==> src/sv/kndsel_pkg.sv <==
// shared types and constants of the k-nearest distance selector
package kndsel_pkg;

    // fixed field widths
    localparam int DIST_W      = 32;
    localparam int CAND_ID_W   = 20;
    localparam int KEEP_W      = 6;
    localparam int CFG_INDEX_W = 1;
    localparam int CFG_DATA_W  = 32;

    // configuration register indexes
    localparam logic [CFG_INDEX_W-1:0] REG_INITIAL_BOUND = 1'b0;
    localparam logic [CFG_INDEX_W-1:0] REG_KEEP_COUNT    = 1'b1;

    // configuration reset values
    localparam logic [DIST_W-1:0] INITIAL_BOUND_RST = 32'hFFFF_FFFF;
    localparam logic [KEEP_W-1:0] KEEP_COUNT_RST    = 6'd32;

    // controller states
    typedef enum logic [2:0] {
        ST_IDLE,
        ST_DECIDE,
        ST_SCAN,
        ST_SCAN_END,
        ST_EMIT_RD,
        ST_EMIT_LD
    } state_t;

    // compare stage control toward the max tracker
    typedef struct packed {
        logic sample;
        logic first;
    } scan_ctl_t;

endpackage

==> src/sv/kndsel_mem.sv <==
// kept entry store: one write port, one read port with registered data
module kndsel_mem #(
    parameter int DEPTH  = 32,
    parameter int WIDTH  = 52,
    parameter int ADDR_W = 5
) (
    input  logic              clk,
    input  logic              wr_en,
    input  logic [ADDR_W-1:0] wr_addr,
    input  logic [WIDTH-1:0]  wr_data,
    input  logic              rd_en,
    input  logic [ADDR_W-1:0] rd_addr,
    output logic [WIDTH-1:0]  rd_data
);

    logic [WIDTH-1:0] store_reg [DEPTH];
    logic [WIDTH-1:0] rd_data_reg;

    // write port
    always_ff @(posedge clk)
    begin
        if (wr_en)
        begin
            store_reg[wr_addr] <= wr_data;
        end
    end

    // read port, data held until the next read
    always_ff @(posedge clk)
    begin
        if (rd_en)
        begin
            rd_data_reg <= store_reg[rd_addr];
        end
    end

    assign rd_data = rd_data_reg;

endmodule

==> src/sv/kndsel_maxscan.sv <==
// running maximum over a stream of read entries, lowest slot wins ties
module kndsel_maxscan #(
    parameter int ADDR_W = 5
) (
    input  logic                           clk,
    input  kndsel_pkg::scan_ctl_t          ctl,
    input  logic [ADDR_W-1:0]              idx,
    input  logic [kndsel_pkg::DIST_W-1:0]  rd_dist,
    output logic [kndsel_pkg::DIST_W-1:0]  best_dist,
    output logic [ADDR_W-1:0]              best_slot
);

    logic [kndsel_pkg::DIST_W-1:0] best_dist_reg;
    logic [ADDR_W-1:0]             best_slot_reg;

    // first entry loads, later ones replace only when strictly larger
    always_ff @(posedge clk)
    begin
        if (ctl.sample && (ctl.first || (rd_dist > best_dist_reg)))
        begin
            best_dist_reg <= rd_dist;
            best_slot_reg <= idx;
        end
    end

    assign best_dist = best_dist_reg;
    assign best_slot = best_slot_reg;

endmodule

==> src/sv/k_nearest_distance_selector_unit.sv <==
// top level of the k-nearest distance selector: controller, bound and output stage
//
//  channel | direction | handshake           | payload
//  --------+-----------+---------------------+---------------------------------------------
//  in      | input     | in_valid / in_stall  | cand_id, cand_dist, query_end
//  out     | output    | out_valid / out_stall| kept_id, kept_dist, final_bound, kept_total,
//          |           |                     | entry_valid, last_entry
//  cfg     | input     | cfg_wr_en           | cfg_index, cfg_data
//
//  a rejected candidate or a plain append is settled in ST_DECIDE; filling the store or replacing
//  the farthest entry adds a scan of the store through the one read port, twice when the
//  farthest slot is not yet known
//  a query end emits the kept entries one by one through the read port, waiting under out_stall
//  reset clears the fill count and loads the bound; the store is only read below the fill
//  the output register lets the next transaction in while the last result waits
module k_nearest_distance_selector_unit #(
    parameter int MAX_KEEP = 32,
    parameter int ID_BITS  = 20
) (
    input  logic                                clk,
    input  logic                                rst_n,
    // configuration
    input  logic                                cfg_wr_en,
    input  logic [kndsel_pkg::CFG_INDEX_W-1:0]  cfg_index,
    input  logic [kndsel_pkg::CFG_DATA_W-1:0]   cfg_data,
    // candidates
    input  logic                                in_valid,
    output logic                                in_stall,
    input  logic [kndsel_pkg::CAND_ID_W-1:0]    cand_id,
    input  logic [kndsel_pkg::DIST_W-1:0]       cand_dist,
    input  logic                                query_end,
    // kept entries
    output logic                                out_valid,
    input  logic                                out_stall,
    output logic [kndsel_pkg::CAND_ID_W-1:0]    kept_id,
    output logic [kndsel_pkg::DIST_W-1:0]       kept_dist,
    output logic [kndsel_pkg::DIST_W-1:0]       final_bound,
    output logic [kndsel_pkg::KEEP_W-1:0]       kept_total,
    output logic                                entry_valid,
    output logic                                last_entry
);

    localparam int ADDR_W  = (MAX_KEEP > 1) ? $clog2(MAX_KEEP) : 1;
    localparam int CNT_W   = $clog2(MAX_KEEP + 1);
    localparam int CMP_W   = (CNT_W > kndsel_pkg::KEEP_W) ? CNT_W : kndsel_pkg::KEEP_W;
    localparam int ID_W    = (ID_BITS < kndsel_pkg::CAND_ID_W) ? ID_BITS
                                                                : kndsel_pkg::CAND_ID_W;
    localparam int DIST_W  = kndsel_pkg::DIST_W;
    localparam int ENTRY_W = ID_W + DIST_W;
    localparam logic [CMP_W-1:0] MAX_KEEP_C = CMP_W'(MAX_KEEP);

    // control state
    kndsel_pkg::state_t state_reg, state_next;
    logic [CNT_W-1:0]   fill_reg, fill_next;
    logic [DIST_W-1:0]  bound_reg, bound_next;
    logic [DIST_W-1:0]  init_bound_reg, init_bound_next;
    logic [kndsel_pkg::KEEP_W-1:0] keep_count_reg, keep_count_next;
    logic [ADDR_W-1:0]  far_slot_reg, far_slot_next;
    logic               far_valid_reg, far_valid_next;
    logic               find_mode_reg, find_mode_next;
    logic [CNT_W-1:0]   issue_idx_reg, issue_idx_next;
    logic               cmp_valid_reg, cmp_valid_next;
    logic [ADDR_W-1:0]  cmp_idx_reg, cmp_idx_next;
    logic [CNT_W-1:0]   emit_idx_reg, emit_idx_next;
    logic               out_valid_reg, out_valid_next;

    // payload registers
    logic [ID_W-1:0]    cand_id_reg, cand_id_next;
    logic [DIST_W-1:0]  cand_dist_reg, cand_dist_next;
    logic               cand_last_reg, cand_last_next;
    logic [kndsel_pkg::CAND_ID_W-1:0] kept_id_reg, kept_id_next;
    logic [DIST_W-1:0]  kept_dist_reg, kept_dist_next;
    logic [DIST_W-1:0]  final_bound_reg, final_bound_next;
    logic [kndsel_pkg::KEEP_W-1:0] kept_total_reg, kept_total_next;
    logic               entry_valid_reg, entry_valid_next;
    logic               last_entry_reg, last_entry_next;

    // memory and scan connections
    logic               mem_wr_en;
    logic [ADDR_W-1:0]  mem_wr_addr;
    logic               mem_rd_en;
    logic [ADDR_W-1:0]  mem_rd_addr;
    logic [ENTRY_W-1:0] mem_rd_data;
    logic [DIST_W-1:0]  best_dist;
    logic [ADDR_W-1:0]  best_slot;
    kndsel_pkg::scan_ctl_t scan_ctl;

    // decision terms
    logic               in_accept;
    logic               out_free;
    logic [CMP_W-1:0]   fill_ext;
    logic [CMP_W-1:0]   keep_ext;
    logic [CMP_W-1:0]   n_eff;
    logic               cand_ok;
    logic               not_full;
    logic               reaches_full;
    logic               issue;
    logic               scan_done;
    logic               emit_last;
    logic               fill_zero;
    kndsel_pkg::state_t done_state;

    assign in_accept    = in_valid && !in_stall;
    assign in_stall     = (state_reg != kndsel_pkg::ST_IDLE);
    assign out_free     = !out_valid_reg || !out_stall;
    assign fill_ext     = CMP_W'(fill_reg);
    assign keep_ext     = CMP_W'(keep_count_reg);
    assign n_eff        = (keep_ext == '0) ? CMP_W'(1)
                        : ((keep_ext > MAX_KEEP_C) ? MAX_KEEP_C : keep_ext);
    assign cand_ok      = (cand_dist_reg <= bound_reg);
    assign not_full     = (fill_ext < n_eff);
    assign reaches_full = (CMP_W'(fill_ext + CMP_W'(1)) == n_eff);
    assign issue        = (state_reg == kndsel_pkg::ST_SCAN) && (issue_idx_reg < fill_reg);
    assign scan_done    = !issue && !cmp_valid_reg;
    assign fill_zero    = (fill_reg == '0);
    assign emit_last    = fill_zero || (CNT_W'(emit_idx_reg + 1'b1) == fill_reg);
    assign done_state   = cand_last_reg ? kndsel_pkg::ST_EMIT_RD : kndsel_pkg::ST_IDLE;

    assign scan_ctl.sample = cmp_valid_reg;
    assign scan_ctl.first  = (cmp_idx_reg == '0);

    // next state
    always_comb
    begin
        state_next = state_reg;
        unique case (state_reg)
            kndsel_pkg::ST_IDLE:
            begin
                if (in_accept)
                begin
                    state_next = kndsel_pkg::ST_DECIDE;
                end
            end
            kndsel_pkg::ST_DECIDE:
            begin
                if (cand_ok && (!not_full || reaches_full))
                begin
                    state_next = kndsel_pkg::ST_SCAN;
                end
                else
                begin
                    state_next = done_state;
                end
            end
            kndsel_pkg::ST_SCAN:
            begin
                if (scan_done)
                begin
                    state_next = kndsel_pkg::ST_SCAN_END;
                end
            end
            kndsel_pkg::ST_SCAN_END:
            begin
                state_next = find_mode_reg ? kndsel_pkg::ST_SCAN : done_state;
            end
            kndsel_pkg::ST_EMIT_RD:
            begin
                state_next = kndsel_pkg::ST_EMIT_LD;
            end
            kndsel_pkg::ST_EMIT_LD:
            begin
                if (out_free)
                begin
                    state_next = emit_last ? kndsel_pkg::ST_IDLE : kndsel_pkg::ST_EMIT_RD;
                end
            end
            default:
            begin
                state_next = kndsel_pkg::ST_IDLE;
            end
        endcase
    end

    // datapath and memory control
    always_comb
    begin
        fill_next        = fill_reg;
        bound_next       = bound_reg;
        init_bound_next  = init_bound_reg;
        keep_count_next  = keep_count_reg;
        far_slot_next    = far_slot_reg;
        far_valid_next   = far_valid_reg;
        find_mode_next   = find_mode_reg;
        issue_idx_next   = issue_idx_reg;
        cmp_valid_next   = issue;
        cmp_idx_next     = issue_idx_reg[ADDR_W-1:0];
        emit_idx_next    = emit_idx_reg;
        out_valid_next   = out_valid_reg && out_stall;
        cand_id_next     = cand_id_reg;
        cand_dist_next   = cand_dist_reg;
        cand_last_next   = cand_last_reg;
        kept_id_next     = kept_id_reg;
        kept_dist_next   = kept_dist_reg;
        final_bound_next = final_bound_reg;
        kept_total_next  = kept_total_reg;
        entry_valid_next = entry_valid_reg;
        last_entry_next  = last_entry_reg;
        mem_wr_en        = 1'b0;
        mem_wr_addr      = fill_reg[ADDR_W-1:0];
        mem_rd_en        = 1'b0;
        mem_rd_addr      = issue_idx_reg[ADDR_W-1:0];

        unique case (state_reg)
            kndsel_pkg::ST_IDLE:
            begin
                if (in_accept)
                begin
                    cand_id_next   = cand_id[ID_W-1:0];
                    cand_dist_next = cand_dist;
                    cand_last_next = query_end;
                end
            end
            kndsel_pkg::ST_DECIDE:
            begin
                issue_idx_next = '0;
                if (cand_ok)
                begin
                    if (not_full)
                    begin
                        // append at the fill position
                        mem_wr_en      = 1'b1;
                        mem_wr_addr    = fill_reg[ADDR_W-1:0];
                        fill_next      = CNT_W'(fill_reg + 1'b1);
                        far_valid_next = 1'b0;
                        find_mode_next = 1'b0;
                    end
                    else if (far_valid_reg)
                    begin
                        // farthest slot known from the last scan
                        mem_wr_en      = 1'b1;
                        mem_wr_addr    = far_slot_reg;
                        find_mode_next = 1'b0;
                    end
                    else
                    begin
                        find_mode_next = 1'b1;
                    end
                end
            end
            kndsel_pkg::ST_SCAN:
            begin
                mem_rd_en   = issue;
                mem_rd_addr = issue_idx_reg[ADDR_W-1:0];
                if (issue)
                begin
                    issue_idx_next = CNT_W'(issue_idx_reg + 1'b1);
                end
            end
            kndsel_pkg::ST_SCAN_END:
            begin
                issue_idx_next = '0;
                if (find_mode_reg)
                begin
                    // replace the farthest entry, then rescan for the new bound
                    mem_wr_en      = 1'b1;
                    mem_wr_addr    = best_slot;
                    find_mode_next = 1'b0;
                end
                else
                begin
                    bound_next     = best_dist;
                    far_slot_next  = best_slot;
                    far_valid_next = 1'b1;
                end
            end
            kndsel_pkg::ST_EMIT_RD:
            begin
                mem_rd_en   = !fill_zero;
                mem_rd_addr = emit_idx_reg[ADDR_W-1:0];
            end
            kndsel_pkg::ST_EMIT_LD:
            begin
                if (out_free)
                begin
                    out_valid_next   = 1'b1;
                    kept_id_next     = fill_zero ? '0
                                     : kndsel_pkg::CAND_ID_W'(mem_rd_data[ENTRY_W-1 -: ID_W]);
                    kept_dist_next   = fill_zero ? '0 : mem_rd_data[DIST_W-1:0];
                    final_bound_next = bound_reg;
                    kept_total_next  = kndsel_pkg::KEEP_W'(fill_reg);
                    entry_valid_next = !fill_zero;
                    last_entry_next  = emit_last;
                    if (emit_last)
                    begin
                        // query done, start the next one fresh
                        fill_next      = '0;
                        bound_next     = init_bound_reg;
                        far_valid_next = 1'b0;
                        emit_idx_next  = '0;
                    end
                    else
                    begin
                        emit_idx_next = CNT_W'(emit_idx_reg + 1'b1);
                    end
                end
            end
            default:
            begin
            end
        endcase

        // register writes
        if (cfg_wr_en)
        begin
            unique case (cfg_index)
                kndsel_pkg::REG_INITIAL_BOUND:
                begin
                    init_bound_next = cfg_data[DIST_W-1:0];
                    if (fill_zero)
                    begin
                        bound_next = cfg_data[DIST_W-1:0];
                    end
                end
                kndsel_pkg::REG_KEEP_COUNT:
                begin
                    keep_count_next = cfg_data[kndsel_pkg::KEEP_W-1:0];
                end
                default:
                begin
                end
            endcase
        end
    end

    // control registers
    always_ff @(posedge clk or negedge rst_n)
    begin
        if (!rst_n)
        begin
            state_reg      <= kndsel_pkg::ST_IDLE;
            fill_reg       <= '0;
            bound_reg      <= kndsel_pkg::INITIAL_BOUND_RST;
            init_bound_reg <= kndsel_pkg::INITIAL_BOUND_RST;
            keep_count_reg <= kndsel_pkg::KEEP_COUNT_RST;
            far_slot_reg   <= '0;
            far_valid_reg  <= 1'b0;
            find_mode_reg  <= 1'b0;
            issue_idx_reg  <= '0;
            cmp_valid_reg  <= 1'b0;
            cmp_idx_reg    <= '0;
            emit_idx_reg   <= '0;
            out_valid_reg  <= 1'b0;
        end
        else
        begin
            state_reg      <= state_next;
            fill_reg       <= fill_next;
            bound_reg      <= bound_next;
            init_bound_reg <= init_bound_next;
            keep_count_reg <= keep_count_next;
            far_slot_reg   <= far_slot_next;
            far_valid_reg  <= far_valid_next;
            find_mode_reg  <= find_mode_next;
            issue_idx_reg  <= issue_idx_next;
            cmp_valid_reg  <= cmp_valid_next;
            cmp_idx_reg    <= cmp_idx_next;
            emit_idx_reg   <= emit_idx_next;
            out_valid_reg  <= out_valid_next;
        end
    end

    // payload registers
    always_ff @(posedge clk)
    begin
        cand_id_reg     <= cand_id_next;
        cand_dist_reg   <= cand_dist_next;
        cand_last_reg   <= cand_last_next;
        kept_id_reg     <= kept_id_next;
        kept_dist_reg   <= kept_dist_next;
        final_bound_reg <= final_bound_next;
        kept_total_reg  <= kept_total_next;
        entry_valid_reg <= entry_valid_next;
        last_entry_reg  <= last_entry_next;
    end

    // kept entry store
    kndsel_mem #(
        .DEPTH  (MAX_KEEP),
        .WIDTH  (ENTRY_W),
        .ADDR_W (ADDR_W)
    ) u_mem (
        .clk     (clk),
        .wr_en   (mem_wr_en),
        .wr_addr (mem_wr_addr),
        .wr_data ({cand_id_reg, cand_dist_reg}),
        .rd_en   (mem_rd_en),
        .rd_addr (mem_rd_addr),
        .rd_data (mem_rd_data)
    );

    // farthest entry tracker
    kndsel_maxscan #(
        .ADDR_W (ADDR_W)
    ) u_maxscan (
        .clk       (clk),
        .ctl       (scan_ctl),
        .idx       (cmp_idx_reg),
        .rd_dist   (mem_rd_data[DIST_W-1:0]),
        .best_dist (best_dist),
        .best_slot (best_slot)
    );

    // outputs
    assign out_valid   = out_valid_reg;
    assign kept_id     = kept_id_reg;
    assign kept_dist   = kept_dist_reg;
    assign final_bound = final_bound_reg;
    assign kept_total  = kept_total_reg;
    assign entry_valid = entry_valid_reg;
    assign last_entry  = last_entry_reg;

endmodule

==> config.mk <==
export PLATFORM = sky130hd
export DESIGN_NAME = k_nearest_distance_selector_unit
export DESIGN_NICKNAME = d
export VERILOG_FILES = /design/src/sv/kndsel_pkg.sv /design/src/sv/kndsel_mem.sv /design/src/sv/kndsel_maxscan.sv /design/src/sv/k_nearest_distance_selector_unit.sv
export SDC_FILE = /design/constraint.sdc
export NUM_CORES = 2
export LEC_CHECK = 0
export BUFFER_PORTS_ARGS = -buffer_cell sky130_fd_sc_hd__buf_2
export CORE_UTILIZATION = 35
export DETAILED_ROUTE_END_ITERATION = 8
export GPL_TIMING_DRIVEN = 1
export SKIP_LAST_GASP = 1
export SLEW_MARGIN = 40
export SYNTH_ARGS = -nofsm -noshare
export SYNTH_HDL_FRONTEND = slang
export SYNTH_SLANG_ARGS = --single-unit
==> constraint.sdc <==
create_clock -name clk -period 14.2 [get_ports clk]
set_input_delay 1.42 -clock clk [delete_from_list [all_inputs] [get_ports clk]]
set_output_delay 1.42 -clock clk [all_outputs]
set_load 0.01 [all_outputs]
Word level (Yosys, flattened, before mapping):

Memories as Yosys holds them, arrays and structs flattened. A register that Yosys moved wholly into a read port is not among the register bits.
Index checks and enable logic that the tools add are counted.

* add/subtract/negate cells: 3
* multiplexer cells: 51
* reductions and logical operators: 37
* magnitude comparators: 5
* bitwise operators: 2
* eq/ne operators: 15

Operators by type and width (count)
* 32-bit 2-to-1 mux: 6
* 32-bit one-hot mux with 2 select lines: 1
* 6-bit 2-to-1 mux: 8
* 32-bit > comparator: 1
* 32-bit <= comparator: 1
* 5-bit 2-to-1 mux: 5
* 6-bit one-hot mux with 2 select lines: 2
* 3-bit 2-to-1 mux: 7
* 6-bit by 1-bit adder with 6-bit output, second input constant: 3
* 3-bit one-hot mux with 6 select lines: 1
* 1-bit 2-to-1 mux: 16
* 2-bit inequality test, second input constant: 8
* 2-bit AND reduction: 7
* 6-bit == test: 2
* 6-bit logical NOT: 2
* 6-bit less-than comparator: 2
* 5-bit one-hot mux with 2 select lines: 1
* 1-bit logical NOT: 7
* 3-bit by 2-bit == test with 1-bit output, second input constant: 2
* 3-bit == test, second input constant: 2
* 6-bit > comparator, second input constant: 1
* 1-bit logical AND: 6
* 1-bit one-hot mux with 2 select lines: 3
* 6-bit AND reduction: 1
* other kinds (11): 18

* input port bits: 91
* register bits: 287
* output and inout bits: 94
* RAM bits: 1664
* memories: 1

Memories
* u_mem.store_reg: depth 32, width 52, read ports 1, clocked after memory_dff 1, wr ports 1, RTL line kndsel_mem.sv:16 `logic [WIDTH-1:0] store_reg [DEPTH];`

Depth between registers and ports, before layout:

* word-level depth: 9
* mapped depth: 13
* depth with buffers taken out: 13

By module:

From an unflattened synthesis, not the netlist that was laid out.

* cell total of the unflattened synthesis: 4656
* area, all modules: 79357.4 µm²

By module, submodules not included
* kndsel_mem: times used 1, seq. area each 51529.4 µm², area each 66243.5 µm², cells an instance 3641
* k_nearest_distance_selector_unit: times used 1, seq. area each 7063.0 µm², area each 11185.7 µm², cells an instance 864
* kndsel_maxscan: times used 1, seq. area each 1111.1 µm², area each 1928.1 µm², cells an instance 151

Least setup slack after synthesis:

OpenSTA, ideal clock, no wires.

* path kind: register -> register
* start: reg cand_dist_reg[27]
* end: mem u_mem.store_reg[17][0] (enable)
* slack: 8.512 ns
* required time: 13.738 ns
* data arrival time: 5.226 ns
* setup time: 0.462 ns
* stages on the path, launching flop included: 11
* period minus slack after synthesis: 5.688 ns
* path through: edfxtp_1 -> ha_1 -> nand4_1 -> nor3_1 -> a221oi_2 -> a22oi_2 -> nor4b_4 -> mux2i_1 -> o221a_2 -> nand3_2 -> nor2_1

* cells in the longest elaborated chain, start to end: 5

Ends and longest elaborated chain
* start: declaration: RTL line k_nearest_distance_selector_unit.sv:69 `logic [DIST_W-1:0] cand_dist_reg, cand_dist_next;`
* start signal: assignment: RTL line k_nearest_distance_selector_unit.sv:366 `cand_dist_reg <= cand_dist_next;`
* 32-bit <= comparator (*): RTL line k_nearest_distance_selector_unit.sv:110 `assign cand_ok = (cand_dist_reg <= bound_reg);`
* 1-bit 2-to-1 mux: RTL line k_nearest_distance_selector_unit.sv:216 `if (cand_ok)`
* 1-bit one-hot mux with 2 select lines: RTL line k_nearest_distance_selector_unit.sv:203 `unique case (state_reg)`
* 1-bit 2-to-1 mux: RTL line kndsel_mem.sv:22 `if (wr_en)`
* 1-bit 2-to-1 mux (not written as such): RTL line kndsel_mem.sv:24 `store_reg[wr_addr] <= wr_data;`
* end: declaration: RTL line kndsel_mem.sv:16

Mark *: on every way between the ends. The rest lies on a longest branch, timed or not.

Worst setup path after layout:

* start: reg cand_dist_reg[0]
* end: mem u_mem.store_reg[8][37] (enable)

Same word-level chain as after synthesis.

==> results_tabular.tex <==
\begin{tabular}{lr}
\hline
Metric & Value \\
\hline
\multicolumn{2}{l}{\textbf{Layout}} \\
\quad Area grow syn2layout & 15.1\% \\
\quad Flip-flop count of the largest register after layout & 1664 \\
\quad Fraction of layout cells with a size suffix above 1 & 25.7\% \\
\quad Number of nets in the layout & 4625 \\
\multicolumn{2}{l}{\textbf{GRT}} \\
\quad First-pass GRT wire length & 296 mm \\
\quad Tot GR Track Use & 18.2\% \\
\quad Largest net degree at the start of global routing & 105 \\
\quad Number of antenna violations at the first check in global routing & 20 \\
\quad Number of global-route vias before repair & 41033 \\
\quad GR Overflow Total & 0 \\
\multicolumn{2}{l}{\textbf{Yosys}} \\
\quad Register bit total from synthesis & 2003 \\
\quad Share of flip-flops with an asynchronous set or reset & 5.24\% \\
\quad Dominant combinational cell family by area after synthesis & multiplexers \\
\quad Post-synth top area share & 72.7\% \\
\quad Synthesis Warnings & 0 \\
\quad Prevailing post-synth register cell & sky130\_fd\_sc\_hd\_\_edfxtp\_1 \\
\quad Cell area after synthesis & 78300 µm² \\
\quad Leading cell type by number of instances after synthesis & sky130\_fd\_sc\_hd\_\_edfxtp\_1 \\
\quad Dominant cell type by area after synthesis & sky130\_fd\_sc\_hd\_\_edfxtp\_1 \\
\quad Multiplexer share of the synthesized area & 12.8\% \\
\quad Average size of a mapped cell & 18.9 µm² \\
\quad Synthesized netlist cell count & 4146 \\
\quad Area share of xor/xnor cells in the synthesized design & 0.224\% \\
\quad Area contributors post-synth & sky130\_fd\_sc\_hd\_\_edfxtp\_1, sky130\_fd\_sc\_hd\_\_mux4\_2, sky130\_fd\_sc\_hd\_\_nand2\_1, sky130\_fd\_sc\_hd\_\_dfstp\_2, sky130\_fd\_sc\_hd\_\_nand3\_1 \\
\quad Area share of and/or/nand/nor cells after synthesis & 5.93\% \\
\quad Post-synthesis adder-cell area fraction & 1.26\% \\
\quad Syn\_nets & 4316 \\
\quad Library cells used by synthesis & 66 \\
\quad Part of the Yosys area used for sequential elements & 76.2\% \\
\quad Count of flip-flops with a built-in enable after synthesis & 1898 \\
\quad Top cells by count, synth & sky130\_fd\_sc\_hd\_\_edfxtp\_1, sky130\_fd\_sc\_hd\_\_nand2\_1, sky130\_fd\_sc\_hd\_\_mux4\_2 \\
\quad Post-synthesis compound-gate area fraction & 2.05\% \\
\multicolumn{2}{l}{\textbf{Detailed routing}} \\
\quad Count of vias placed by the detailed router & 40579 \\
\quad Detailed-router iteration count before antenna repair & 5 \\
\quad Routed Antenna Nets & 0 \\
\quad Routed Wire Length & 205 mm \\
\quad Iteration-0 DRC count of the detailed router & 4420 \\
\quad Drc violations & 0 \\
\quad Final routed wire length divided by cell count & 27.0 µm \\
\quad Routed vias/inst & 5.34 \\
\multicolumn{2}{l}{\textbf{Floorplanning}} \\
\quad Row count & 173 \\
\quad Die width & 475 µm \\
\quad Core area & 222000 µm² \\
\quad Top-level port count & 185 \\
\quad Total die area & 226000 µm² \\
\quad Floorplan die height & 475 µm \\
\quad Starting density of the core & 35.2\% \\
\multicolumn{2}{l}{\textbf{STA}} \\
\quad Number of slew-limit violations in the final report & 0 \\
\quad Summed negative setup slack over all endpoints & 0 ns \\
\quad Final critical path time including I/O delays and setup & 5.90 ns \\
\quad Skew final & 0.0364 ns \\
\quad RSZ-0062 raised after global routing & false \\
\quad F\_max & 169 MHz \\
\quad Final Hold Vio Count & 0 \\
\quad Final Cycle Share & 41.6\% \\
\quad Count of endpoints failing setup in the final report & 0 \\
\quad Worst relative slew slack & 41.6\% \\
\quad Worst Setup Slack, final & 8.30 ns \\
\quad Slew at the pin closest to its max-slew limit & 0.876 ns \\
\multicolumn{2}{l}{\textbf{Worst setup path}} \\
\quad Slowest cell on crit path & sky130\_fd\_sc\_hd\_\_nor2\_4 \\
\quad Startpoint class of the critical path & flop \\
\quad Cell type with the highest occurrence count on the critical path & sky130\_fd\_sc\_hd\_\_buf\_4 \\
\quad Buffers \& Inverters on Critical Path & 4 \\
\quad Critical register-to-register path endpoint & u\_mem.store\_reg[8][37]\$\_DFFE\_PP\_ \\
\quad Required time of the worst setup path & 14.65 ns \\
\quad Critical path class & reg2reg \\
\quad Data arrival at the endpoint of the critical path & 6.36 ns \\
\quad Largest stage delay on the critical path & 0.75 ns \\
\quad Endpoint class of the critical path & flop \\
\quad Reg-to-Reg Start & cand\_dist\_reg[0]\$\_DFFE\_PP\_ \\
\quad CP Max Fanout & 23 \\
\quad Cell type group with the largest total delay on the critical path & simple AND/OR/NAND/NOR gates \\
\quad Number of cell instances on the worst register-to-register path & 13 \\
\quad Critical path, cell by cell & buf\_8, inv\_1, ha\_1, nand4\_1, nor4\_1, a22oi\_2, nor4b\_4, mux2i\_1, o21bai\_1, nand2\_1, nor2\_4, buf\_4, buf\_4 \\
\quad Reg-to-reg setup timing slack & 8.30 ns \\
\multicolumn{2}{l}{\textbf{Clocking}} \\
\quad Sink count of the clock tree & 2003 \\
\quad Clock slew at the register clock pins of the worst setup and hold paths & 0.06 ns \\
\quad Number of buffers added to fix hold violations after cts & 0 \\
\quad Buffers from clock root to sink, at most & 3 \\
\quad Number of buffers created by CTS & 197 \\
\quad Clock tree root buffer cell & sky130\_fd\_sc\_hd\_\_clkbuf\_16 \\
\quad H-Tree Depth & 4 \\
\quad Insertion delay to the later sink of the worst-skew pair & 0.83 ns \\
\quad Post-CTS Setup Repair Bufs & 0 \\
\quad Resized cells post-CTS & 0 \\
\quad TritonCTS clock tree & built \\
\multicolumn{2}{l}{\textbf{Placed design}} \\
\quad Minimum setup slack after placement & 7.91 ns \\
\quad Final HPWL from detailed placement & 110 mm \\
\quad Count of buffers from port buffering & 184 \\
\quad Routability Congestion & 0.813 \\
\multicolumn{2}{l}{\textbf{Worst hold path}} \\
\quad HP Start & cmp\_idx\_reg[2]\$\_DFF\_PN0\_ \\
\quad Hold Crit Depth & 0 \\
\quad Endpoint, Worst Hold & u\_maxscan.best\_slot[2]\$\_DFFE\_PP\_ \\
\quad Class of the tightest hold or removal check & reg2reg \\
\multicolumn{2}{l}{\textbf{Pwr}} \\
\quad Static Leak & 0.0302 µW \\
\quad Power per standard cell area & 195 nW/µm² \\
\quad Total power after layout & 17600 µW \\
\quad Worst IR Drop VDD & 0.129 mV \\
\multicolumn{2}{l}{\textbf{Job}} \\
\quad Max cap viols & 0 \\
\multicolumn{2}{l}{\textbf{Status}} \\
\quad Outcome & finished, final reports clean \\
\hline
\end{tabular}
[per-stage QoR]
stage | hold WS (ns) | utilization (%) | std cells | instance area [µm²]
CTS | 0.453 | 40.5 | 7591 | 90000
floorplan | 0.416 | - | 4146 | 78300
global placement | 0.430 | 37.4 | 7182 | 83200
detailed placement | 0.446 | 37.7 | 7222 | 83900
global route | 0.460 | 40.6 | 7601 | 90200
finish | 0.452 | 40.6 | 7602 | 90200
[logic make-up after synthesis]
| family | after synthesis |
|---|---|
| adders and majority gates | 79 |
| AOI/OAI and AO/OA | 242 |
| and+or+nand+nor | 1040 |
| xor gates and xnor gates | 20 |
| DFF | 2003 |
| buffers and inverters | 289 |
| muxes | 473 |
[area by class of cell]
| cell class | count | area, µm² |
|---|---|---|
| Antenna cell | 2 | 5.00 |
| Sequential cell | 2003 | 59700 |
| Clock inverter | 115 | 970 |
| Fill cell | 19691 | 132000 |
| Multi-Input combinational cell | 1854 | 17800 |
| Clock buffer | 254 | 5180 |
| Tap cell | 2975 | 3720 |
| Timing Repair Buffer | 319 | 2500 |
| Inverter | 80 | 303 |
[worst reg2reg max path: cells and delay by family (launching register included)]
kind / cells / cell delay (ns)
simple gates: 5 / 2.44
fa+ha+maj: 1 / 0.31
compound gates: 2 / 0.44
flops: 1 / 0.61
mux: 1 / 0.18
buf+inv: 4 / 1.53
[routing by layer]
| layer | GRT usage [%] | share of wire (%) |
|---|---|---|
| met3 | 3.25 | 7.2 |
| met2 | 28.8 | 47 |
| met4 | 3.81 | 1.6 |
| met1 | 26.1 | 44 |
| met5 | 0 | 0.038 |
[cell usage in the layout, fill, tap and decap left out, types with 36 or more instances in the layout]
cell | synthesis | final
sky130_fd_sc_hd__o21ai_0 | 36 | 36
sky130_fd_sc_hd__nand3_1 | 274 | 272
sky130_fd_sc_hd__ha_1 | 79 | 79
sky130_fd_sc_hd__clkinv_1 | 1 | 51
sky130_fd_sc_hd__nor2_1 | 93 | 58
sky130_fd_sc_hd__clkbuf_1 | 116 | 54
sky130_fd_sc_hd__buf_4 | 24 | 44
sky130_fd_sc_hd__o21ai_1 | 53 | 53
sky130_fd_sc_hd__edfxtp_1 | 1898 | 1898
sky130_fd_sc_hd__buf_6 | 0 | 70
sky130_fd_sc_hd__inv_1 | 78 | 77
sky130_fd_sc_hd__dfrtp_1 | 40 | 39
sky130_fd_sc_hd__mux2_2 | 45 | 43
sky130_fd_sc_hd__buf_2 | 43 | 183
sky130_fd_sc_hd__nand2_1 | 547 | 545
sky130_fd_sc_hd__dfstp_2 | 65 | 65
sky130_fd_sc_hd__and2_1 | 53 | 53
sky130_fd_sc_hd__mux4_2 | 416 | 416
sky130_fd_sc_hd__clkbuf_16 | 0 | 198
sky130_fd_sc_hd__a21oi_1 | 63 | 62
[report_power, final]
group / switching [µW] / internal, µW
clock: 2250 / 2790
combinational: 2940 / 1960
sequential: 332 / 7290
total: 5520 / 12000
[worst max path at each step]
stage                                     start  slack, ns  cells after the start                                 to
detailed placement   cand_dist_reg[0]$_DFFE_PP_       7.91                     12   u_mem.store_reg[8][33]$_DFFE_PP_
CTS                  cand_dist_reg[0]$_DFFE_PP_       7.88                     12   u_mem.store_reg[8][33]$_DFFE_PP_
global placement    cand_dist_reg[26]$_DFFE_PP_       7.96                     12  u_mem.store_reg[11][42]$_DFFE_PP_
global route        cand_dist_reg[26]$_DFFE_PP_       8.09                     13   u_mem.store_reg[8][33]$_DFFE_PP_
finish               cand_dist_reg[0]$_DFFE_PP_       8.30                     13   u_mem.store_reg[8][37]$_DFFE_PP_
floorplan           cand_dist_reg[27]$_DFFE_PP_       8.51                     10   u_mem.store_reg[17][0]$_DFFE_PP_
Note: power is estimated with default switching activity, not from simulation.
